$ cat src/sv/qsed_pkg.sv
// types, codes and character helpers shared by the escape decoder
package qsed_pkg;

    typedef enum logic [2:0] {
        PH_OPEN   = 3'd0,
        PH_BODY   = 3'd1,
        PH_ESC    = 3'd2,
        PH_HEX_HI = 3'd3,
        PH_HEX_LO = 3'd4
    } phase_t;

    typedef enum logic [2:0] {
        ST_OK       = 3'd0,
        ST_NO_OPEN  = 3'd1,
        ST_NO_CLOSE = 3'd2,
        ST_BAD_ESC  = 3'd3,
        ST_BAD_HEX  = 3'd4,
        ST_IN_ESC   = 3'd5
    } status_t;

    localparam logic [7:0] CH_DQUOTE = 8'h22;
    localparam logic [7:0] CH_SQUOTE = 8'h27;
    localparam logic [7:0] CH_BSLASH = 8'h5C;
    localparam logic [7:0] CH_0      = 8'h30;
    localparam logic [7:0] CH_9      = 8'h39;
    localparam logic [7:0] CH_LC_A   = 8'h61;
    localparam logic [7:0] CH_LC_F   = 8'h66;
    localparam logic [7:0] CH_UC_A   = 8'h41;
    localparam logic [7:0] CH_UC_F   = 8'h46;
    localparam logic [7:0] CH_X      = 8'h78;
    localparam logic [7:0] CH_N      = 8'h6E;
    localparam logic [7:0] CH_R      = 8'h72;
    localparam logic [7:0] CH_T      = 8'h74;
    localparam logic [7:0] CH_B      = 8'h62;
    localparam logic [7:0] CH_F      = 8'h66;
    localparam logic [7:0] CH_V      = 8'h76;
    localparam logic [7:0] HEX_TEN   = 8'd10;

    typedef struct packed {
        phase_t     phase;
        logic [3:0] high_nibble;
        status_t    error_code;
    } state_t;

    localparam state_t STATE_RESET = '{phase: PH_OPEN, high_nibble: 4'd0, error_code: ST_OK};

    typedef struct packed {
        logic [7:0] byte_out;
        logic       end_of_string;
        status_t    status;
    } result_t;

    // {valid, value} of a hex digit
    function automatic logic [4:0] hex_value(input logic [7:0] c);
        logic [7:0] d;
        logic [4:0] r;
        begin
            d = 8'd0;
            r = 5'd0;
            if (c >= CH_0 && c <= CH_9)
            begin
                d = c - CH_0;
                r = {1'b1, d[3:0]};
            end
            else if (c >= CH_LC_A && c <= CH_LC_F)
            begin
                d = c - CH_LC_A + HEX_TEN;
                r = {1'b1, d[3:0]};
            end
            else if (c >= CH_UC_A && c <= CH_UC_F)
            begin
                d = c - CH_UC_A + HEX_TEN;
                r = {1'b1, d[3:0]};
            end
            return r;
        end
    endfunction

    // {valid, byte} of a single-character escape
    function automatic logic [8:0] escape_value(input logic [7:0] c);
        logic [8:0] r;
        begin
            unique case (c)
                CH_0:      r = {1'b1, 8'h00};
                CH_SQUOTE: r = {1'b1, 8'h27};
                CH_DQUOTE: r = {1'b1, 8'h22};
                CH_BSLASH: r = {1'b1, 8'h5C};
                CH_N:      r = {1'b1, 8'h0A};
                CH_R:      r = {1'b1, 8'h0D};
                CH_T:      r = {1'b1, 8'h09};
                CH_B:      r = {1'b1, 8'h08};
                CH_F:      r = {1'b1, 8'h0C};
                CH_V:      r = {1'b1, 8'h0B};
                default:   r = 9'd0;
            endcase
            return r;
        end
    endfunction

endpackage

$ cat src/sv/qsed_in_if.sv
// character channel of the escape decoder
interface qsed_in_if;
    logic       valid;
    logic       ready;
    logic [7:0] char_in;
    logic       is_last;

    modport source (output valid, output char_in, output is_last, input ready);
    modport sink (input valid, input char_in, input is_last, output ready);
endinterface

$ cat src/sv/qsed_out_if.sv
// decoded byte channel of the escape decoder
interface qsed_out_if;
    logic       valid;
    logic       ready;
    logic [7:0] byte_out;
    logic       end_of_string;
    logic [2:0] status;

    modport source (output valid, output byte_out, output end_of_string, output status,
                    input ready);
    modport sink (input valid, input byte_out, input end_of_string, input status,
                  output ready);
endinterface

$ cat src/sv/qsed_decode.sv
// next-state and result logic for one character
module qsed_decode
    import qsed_pkg::*;
(
    input  state_t     st,
    input  logic [7:0] char_in,
    input  logic       is_last,
    output state_t     st_next,
    output logic       res_valid,
    output result_t    res
);

    logic [4:0] hex;
    logic [8:0] esc;

    assign hex = hex_value(char_in);
    assign esc = escape_value(char_in);

    always_comb
    begin
        st_next   = st;
        res_valid = 1'b0;
        res       = '{byte_out: 8'd0, end_of_string: 1'b0, status: ST_OK};

        if (is_last)
        begin
            res_valid         = 1'b1;
            res.end_of_string = 1'b1;
            st_next           = STATE_RESET;
            if (st.error_code != ST_OK)
                res.status = st.error_code;
            else if (st.phase == PH_OPEN)
                res.status = (char_in == CH_DQUOTE) ? ST_NO_CLOSE : ST_NO_OPEN;
            else if (st.phase == PH_ESC || st.phase == PH_HEX_HI || st.phase == PH_HEX_LO)
                res.status = ST_IN_ESC;
            else
                res.status = (char_in == CH_DQUOTE) ? ST_OK : ST_NO_CLOSE;
        end
        else if (st.error_code == ST_OK)
        begin
            unique case (st.phase)
                PH_OPEN:
                begin
                    if (char_in != CH_DQUOTE)
                        st_next.error_code = ST_NO_OPEN;
                    st_next.phase = PH_BODY;
                end
                PH_ESC:
                begin
                    if (char_in == CH_X)
                        st_next.phase = PH_HEX_HI;
                    else
                    begin
                        st_next.phase = PH_BODY;
                        if (esc[8])
                        begin
                            res_valid    = 1'b1;
                            res.byte_out = esc[7:0];
                        end
                        else
                            st_next.error_code = ST_BAD_ESC;
                    end
                end
                PH_HEX_HI:
                begin
                    if (hex[4])
                    begin
                        st_next.high_nibble = hex[3:0];
                        st_next.phase       = PH_HEX_LO;
                    end
                    else
                    begin
                        st_next.error_code = ST_BAD_HEX;
                        st_next.phase      = PH_BODY;
                    end
                end
                PH_HEX_LO:
                begin
                    st_next.phase = PH_BODY;
                    if (hex[4])
                    begin
                        res_valid           = 1'b1;
                        res.byte_out        = {st.high_nibble, hex[3:0]};
                        st_next.high_nibble = 4'd0;
                    end
                    else
                        st_next.error_code = ST_BAD_HEX;
                end
                default:
                begin
                    // body byte, also covers unused phase codes
                    if (char_in == CH_BSLASH)
                        st_next.phase = PH_ESC;
                    else
                    begin
                        st_next.phase = PH_BODY;
                        res_valid     = 1'b1;
                        res.byte_out  = char_in;
                    end
                end
            endcase
        end
    end

endmodule

$ cat src/sv/qsed_out_stage.sv
// result register driving the decoded byte channel
module qsed_out_stage
    import qsed_pkg::*;
(
    input  logic    clk,
    input  logic    rst_n,
    input  logic    load,
    input  result_t res,
    output logic    free,
    qsed_out_if.source decoded
);

    logic    out_valid_reg;
    logic    out_valid_next;
    result_t res_reg;

    assign free           = !out_valid_reg || decoded.ready;
    assign out_valid_next = load ? 1'b1 : (out_valid_reg && !decoded.ready);

    always_ff @(posedge clk or negedge rst_n)
    begin
        if (!rst_n)
            out_valid_reg <= 1'b0;
        else
            out_valid_reg <= out_valid_next;
    end

    always_ff @(posedge clk)
    begin
        if (load)
            res_reg <= res;
    end

    assign decoded.valid         = out_valid_reg;
    assign decoded.byte_out      = res_reg.byte_out;
    assign decoded.end_of_string = res_reg.end_of_string;
    assign decoded.status        = res_reg.status;

endmodule

$ cat src/sv/quoted_string_escape_decoder.sv
// top level of the quoted string escape decoder
//
//  channel   role    payload                                 transfer when
//  text      sink    char_in[7:0], is_last                   text.valid && text.ready
//  decoded   source  byte_out[7:0], end_of_string, status    decoded.valid && decoded.ready
//
// one character a cycle sustained while decoded does not stall: a character is held
// in the input register, the decode logic updates the literal state and the result
// register in the same edge, and the result register drives decoded
// reset clears the valid flags and the literal state, so the next byte must open a literal
// a stall on decoded holds the input register once the result register is full; text.ready
// then follows decoded.ready in the same cycle
module quoted_string_escape_decoder
    import qsed_pkg::*;
(
    input  logic clk,
    input  logic rst_n,
    qsed_in_if.sink    text,
    qsed_out_if.source decoded
);

    // input register
    logic       in_valid_reg;
    logic       in_valid_next;
    logic [7:0] char_reg;
    logic       last_reg;

    // literal state
    state_t     state_reg;
    state_t     state_next;

    logic       res_valid;
    result_t    res;
    logic       out_free;
    logic       advance;
    logic       in_take;

    // the held character moves on whenever the result register can take it
    assign advance       = in_valid_reg && out_free;
    assign text.ready    = !in_valid_reg || out_free;
    assign in_take       = text.valid && text.ready;
    assign in_valid_next = in_take ? 1'b1 : (in_valid_reg && !advance);

    always_ff @(posedge clk or negedge rst_n)
    begin
        if (!rst_n)
        begin
            in_valid_reg <= 1'b0;
            state_reg    <= STATE_RESET;
        end
        else
        begin
            in_valid_reg <= in_valid_next;
            if (advance)
                state_reg <= state_next;
        end
    end

    // payload needs no reset
    always_ff @(posedge clk)
    begin
        if (in_take)
        begin
            char_reg <= text.char_in;
            last_reg <= text.is_last;
        end
    end

    qsed_decode u_decode (
        .st        (state_reg),
        .char_in   (char_reg),
        .is_last   (last_reg),
        .st_next   (state_next),
        .res_valid (res_valid),
        .res       (res)
    );

    // characters that produce nothing (escape lead-ins, errors) just update the state
    qsed_out_stage u_out (
        .clk     (clk),
        .rst_n   (rst_n),
        .load    (advance && res_valid),
        .res     (res),
        .free    (out_free),
        .decoded (decoded)
    );

endmodule

$ cat src/flat_wrapper.sv
// flat-port wrapper written by rule: the top's interface ports become plain ports
module quoted_string_escape_decoder_flat import qsed_pkg::*;
  (clk, rst_n, text_valid, text_char_in, text_is_last, text_ready, decoded_valid, decoded_byte_out, decoded_end_of_string, decoded_status, decoded_ready);
  qsed_in_if text_i ();
  qsed_out_if decoded_i ();
  input  logic clk;
  input  logic rst_n;
  input wire logic [$bits(text_i.valid)-1:0] text_valid;
  input wire logic [$bits(text_i.char_in)-1:0] text_char_in;
  input wire logic [$bits(text_i.is_last)-1:0] text_is_last;
  output wire logic [$bits(text_i.ready)-1:0] text_ready;
  output wire logic [$bits(decoded_i.valid)-1:0] decoded_valid;
  output wire logic [$bits(decoded_i.byte_out)-1:0] decoded_byte_out;
  output wire logic [$bits(decoded_i.end_of_string)-1:0] decoded_end_of_string;
  output wire logic [$bits(decoded_i.status)-1:0] decoded_status;
  input wire logic [$bits(decoded_i.ready)-1:0] decoded_ready;
  assign text_i.valid = text_valid;
  assign text_i.char_in = text_char_in;
  assign text_i.is_last = text_is_last;
  assign text_ready = text_i.ready;
  assign decoded_valid = decoded_i.valid;
  assign decoded_byte_out = decoded_i.byte_out;
  assign decoded_end_of_string = decoded_i.end_of_string;
  assign decoded_status = decoded_i.status;
  assign decoded_i.ready = decoded_ready;
  quoted_string_escape_decoder u_core (.clk(clk), .rst_n(rst_n), .text(text_i), .decoded(decoded_i));
endmodule
$ cat config.mk
export PLATFORM = sky130hd
export DESIGN_NAME = quoted_string_escape_decoder_flat
export DESIGN_NICKNAME = d
export VERILOG_FILES = /design/src/sv/qsed_pkg.sv /design/src/sv/qsed_in_if.sv /design/src/sv/qsed_out_if.sv /design/src/sv/qsed_decode.sv /design/src/sv/qsed_out_stage.sv /design/src/sv/quoted_string_escape_decoder.sv /design/src/flat_wrapper.sv
export SDC_FILE = /design/constraint.sdc
export NUM_CORES = 1
export LEC_CHECK = 0
export ABC_AREA = 1
export BUFFER_PORTS_ARGS = -buffer_cell sky130_fd_sc_hd__buf_4
export CORE_MARGIN = 8
export CORE_UTILIZATION = 62
export DETAILED_ROUTE_END_ITERATION = 7
export HOLD_SLACK_MARGIN = 0.06
export PLACE_DENSITY = 0.85
export SLEW_MARGIN = 20
export SYNTH_ARGS = -nofsm -noshare
export SYNTH_HDL_FRONTEND = slang
export SYNTH_SLANG_ARGS = --single-unit
$ cat constraint.sdc
create_clock -name clk -period 6.8 [get_ports clk]
set_input_delay 1.7 -clock clk [delete_from_list [all_inputs] [get_ports clk]]
set_output_delay 1.7 -clock clk [all_outputs]
set_load 0.02 [all_outputs]
=== After elaboration in Yosys (flattened, before gate mapping) ===
Index checks and enable logic that the tools add are counted.

* Register bits after elaboration: 33
* Latch bits: 0
* Bits in writable memories: 0
* Bits in read-only memories: 0
* Memories kept: 0

* Add/sub/neg operators: 5
* $mul: 0
* Div/mod/pow operators: 0
* Order comparisons: 6
* Equal/unequal tests: 21
* Shift-type cells: 0
* Multiplexer cells: 38
* Bitwise logic cells: 1
* Reduce and logical (&&, ||, !) cells: 29

{| class="wikitable"
|+ Operators with widths
! operator !! count
|-
| one-hot mux 9 bit (10 select lines) || 1
|-
| == test 8 x 7 -> 1 bit (second input constant) || 8
|-
| 2-to-1 mux 8 bit || 4
|-
| == test 8 x 6 -> 1 bit (second input constant) || 3
|-
| 2-to-1 mux 3 bit || 8
|-
| one-hot mux 8 bit (3 select lines) || 1
|-
| 2-to-1 mux 10 bit || 2
|-
| one-hot mux 3 bit (3 select lines) || 2
|-
| >= comparator 8 x 7 -> 1 bit (second input constant) || 2
|-
| less-or-equal comparator 8 x 7 -> 1 bit (second input constant) || 2
|-
| 2-to-1 mux 5 bit || 3
|-
| != test 3 x 2 -> 1 bit (second input constant) || 5
|-
| 2-to-1 mux 4 bit || 3
|-
| subtractor 4 x 1 -> 4 bit (second input constant) || 3
|-
| adder 4 bit (second input constant) || 2
|-
| >= comparator 8 x 6 -> 1 bit (second input constant) || 1
|-
| less-or-equal comparator 8 x 6 -> 1 bit (second input constant) || 1
|-
| logical AND 1 bit || 8
|-
| 2-to-1 mux 1 bit || 8
|-
| 2-to-1 mux 2 bit || 4
|-
| != test 8 x 6 -> 1 bit (second input constant) || 1
|-
| one-hot mux 4 bit (2 select lines) || 1
|-
| OR reduction 2 bit || 4
|-
| AND reduction 7 bit || 1
|-
| other kinds (13) || 22
|}

=== Logic depth before layout (Yosys ltp) ===
* Depth after elaboration: 11
* Mapped depth: 14
* Gate-level depth less buffers: 14

=== By module ===
From an unflattened synthesis, not the netlist that was laid out.

* Cells, all modules: 276
* Area total of the unflattened synthesis: 2158.3 sq um

{| class="wikitable"
|+ By module, submodules not included
! module !! instances !! cells an instance !! area each (sq um) !! sequential area each (sq um)
|-
| qsed_decode || 1 || 198 || 1027.2 || 0.0
|-
| quoted_string_escape_decoder || 1 || 61 || 725.7 || 545.5
|-
| qsed_out_stage || 1 || 17 || 405.4 || 385.4
|}

=== Worst setup path after synthesis ===
Ideal clock, no wire load.

* Kind: input-to-output
* Start point: input decoded_ready
* End point: output text_ready
* Arrival: 1938 ps
* Path slack: 3162 ps
* Cell stages on the path: 2
* Path buffers: 0
* Path through: nor2_1 nand2_1

* Longest elaborated chain between the ends: 2

{| class="wikitable"
|+ RTL lines
! element !! line !! RTL
|-
| from (decl) || flat_wrapper.sv:16 || <nowiki>input wire logic [$bits(decoded_i.ready)-1:0] decoded_ready;</nowiki>
|-
| logical OR 1 bit || qsed_out_stage.sv:17 || <nowiki>assign free = !out_valid_reg || decoded.ready;</nowiki>
|-
| logical OR 1 bit || quoted_string_escape_decoder.sv:40 || <nowiki>assign text.ready = !in_valid_reg || out_free;</nowiki>
|-
| to (decl) || flat_wrapper.sv:11 || <nowiki>output wire logic [$bits(text_i.ready)-1:0] text_ready;</nowiki>
|}

Every way passes these cells.

=== Worst setup path in the final report ===
Ends and elaborated chain as after synthesis.

==> summary.md <==
| Metric | Value |
|---|---|
| Number of global-route vias before repair | 1696 |
| Measured slew at the worst slew-check pin | 904 ps |
| Metal2 WL | 2020 um |
| I/O pin count | 27 |
| Worst slew margin | 39.5% |
| CTS Sinks | 33 |
| Most frequent cells in the layout | nand2_1 (69), nor2_1 (29), inv_1 (27) |
| Reg clk slew, reported paths | 90 ps |
| Tmin final | 3850 ps |
| Hold Buf Count CTS | 0 |
| DRT antenna net count | 0 |
| Clock latency on the worst-skew pair | 340 ps |
| Syn nets | 285 |
| First-pass GRT wire length | 7410 um |
| Final Hold Slack | 480 ps |
| # H-tree levels | 2 |
| Met3 Wirelength | 389 um |
| Post-Syn Area | 2150 um^2 |
| Crit Path Max Fanout | 3 |
| Period utilization | 56.6% |
| Max Used Layer | met4 |
| Slew Viols, Final | 0 |
| Final WS setup | 2950 ps |
| DRC violations left | 0 |
| Max Cap Viol | 0 |
| Worst Hold Endpoint | u_core.state_reg[0]$_DFFE_PN0P_ |
| CP Launch Type | primary input |
| Post-DP HPWL | 3530 um |
| CTS Root Cell | clkbuf_4 |
| RSZ-0062 raised after global routing | false |
| First drt pass iteration count | 4 |
| Reg2Reg Capture Point | u_core.u_out.decoded.byte_out[1]$_SDFFCE_PP0P_ |
| Pre-CTS setup slack | 2950 ps |
| R2r startpoint | u_core.char_reg[0]$_DFFE_PP_ |
| Setup TNS | 0 ps |
| Placed Area | 2380 um^2 |
| Min-delay worst type | reg2reg |
| Initial Utilization | 64.3% |
| Global route overflow | 0 |
| Routed metal-1 wirelength | 1890 um |
| Die Y | 74.8 um |
| LEAKAGE | 1.19 nW |
| Mean Syn Cell Area | 8.04 um^2 |
| Layout cells sized above 1 | 24.8% |
| Cts repair resizes | 0 |
| Mapped Cells | 267 |
| Status | finished clean |
| Total CTS buffers | 5 |
| Total power per unit cell area | 282 nW/um^2 |
| Die width | 74.8 um |
| Final nets | 315 |
| Hold path start | u_core.state_reg[0]$_DFFE_PN0P_ |
| Worst Path Arrival | 2150 ps |
| Critical path required time | 5100 ps |
| GPL Wtd Cong | 0.998 |
| Row Count | 21 |
| Setup slack, reg-to-reg | 3990 ps |
| Antenna violations before repair | 0 |
| Total track usage | 17.1% |
| CP Capture Type | output port |
| Post-Route Utilization | 72.7% |
| Placeable Area | 3340 um^2 |
| DRT Wirelength | 4410 um |
| Hold Vio Cnt, Final | 0 |
| DRT iter0 DRCs | 117 |
| Yosys warns | 0 |
| Sequential fraction of the synthesis area | 43.4% |
| Via-to-Cell Ratio | 5.43 |
| Die area | 5600 um^2 |
| Setup bufs post-CTS | 0 |
| Commonest non-fill, non-tap cell in the layout | nand2_1 |
| Antenna diode count | 0 |
| Largest net degree at the start of global routing | 13 |
| Via count | 1868 |
| Worst VDD drop | 0.000158 V |
| Fin area | 2430 um^2 |
| Synth-to-layout area growth | 13.0% |
| Max Clk Rate | 260 MHz |
| Reg2Reg Depth | 12 |
| Number of synthesized register bits | 33 |
| Max reg flops | 10 |
| Final Skew | 11.4 ps |
| Crit Path Category | in2out |
| # fillers | 272 |
| CTS tree | done |
| Count of final setup violators | 0 |
| CTS max path bufs | 2 |
| DR WL/cell | 12.8 um |
| Yosys cell types | 32 |
| IO buf count | 26 |
| Hold path depth | 2 |
[worst max-delay path by stage]
stage | start | to | slack, ps | cells after the start
4_1_cts | decoded_ready | text_ready | 2950 | 4
2_1_floorplan | decoded_ready | text_ready | 3160 | 2
3_3_place_gp | decoded_ready | text_ready | 2950 | 4
3_5_place_dp | decoded_ready | text_ready | 2950 | 4
6_report | decoded_ready | text_ready | 2950 | 4
5_1_grt | decoded_ready | text_ready | 2910 | 4
[final cells by class]
| type | count | area [um^2] | area share [%] |
|---|---|---|---|
| clock buffer | 5 | 37.5 | 1.55 |
| clock inverter | 3 | 12.5 | 0.516 |
| inverter | 40 | 155 | 6.40 |
| multi-input combinational | 191 | 1040 | 42.8 |
| sequential | 33 | 931 | 38.4 |
| tap | 46 | 57.6 | 2.37 |
| timing repair buffer | 26 | 195 | 8.05 |
[cells in the mapped netlist, drive strengths merged]
| master | instances | area [um^2] |
|---|---|---|
| clkinv | 1 | 3.75 |
| a21oi | 4 | 20.0 |
| dfrtp | 12 | 300 |
| o32ai | 1 | 8.76 |
| nand2 | 85 | 402 |
| nor2 | 35 | 161 |
| o211ai | 1 | 12.5 |
| ha | 5 | 62.6 |
| nor3 | 3 | 15.0 |
| xor2 | 3 | 26.3 |
| nand3b | 1 | 11.3 |
| inv | 39 | 151 |
| a31oi | 1 | 6.26 |
| o22ai | 3 | 18.8 |
| nand3 | 27 | 155 |
| o21ai | 15 | 78.8 |
| nand4 | 7 | 58.8 |
| edfxtp | 21 | 631 |
| buf | 3 | 23.8 |
[metal layers]
metal	up-vias	GRT usage, %
met3	11	3.60
met1	847	22.1
met4	0	8.26
li1	929	-
met2	81	26.6
met5	-	0
[worst max-delay path: stages]
cell	delay, ps
buf_4	120
nor2_1	90
nand2_1	80
buf_4	160
[cells by family (layout without fill, tap and decap cells)]
group | count (synthesis) | in the layout | synth area share (%)
AO/OA/AOI/OAI | 25 | 25 | 6.76
XOR/XNOR | 3 | 3 | 1.22
AND/OR/NAND/NOR | 158 | 158 | 37.4
buffers and inverters | 43 | 74 | 8.33
flip-flops | 33 | 33 | 43.4
adder cells (fa/ha/maj) | 5 | 5 | 2.91
[through the flow]
step	power, W	cells
2_1_floorplan	0.000501	267
3_3_place_gp	0.000580	336
3_5_place_dp	0.000585	336
4_1_cts	0.000684	344
5_1_grt	0.000730	344
6_report	0.000684	344
[power breakdown]
part	internal (W)	switching (W)	total, W
logic	0.0000962	0.000195	0.000291
clock network	0.0000373	0.0000624	0.0000997
registers	0.000267	0.0000256	0.000293
No activity file was read; power rests on OpenSTA's default activity.
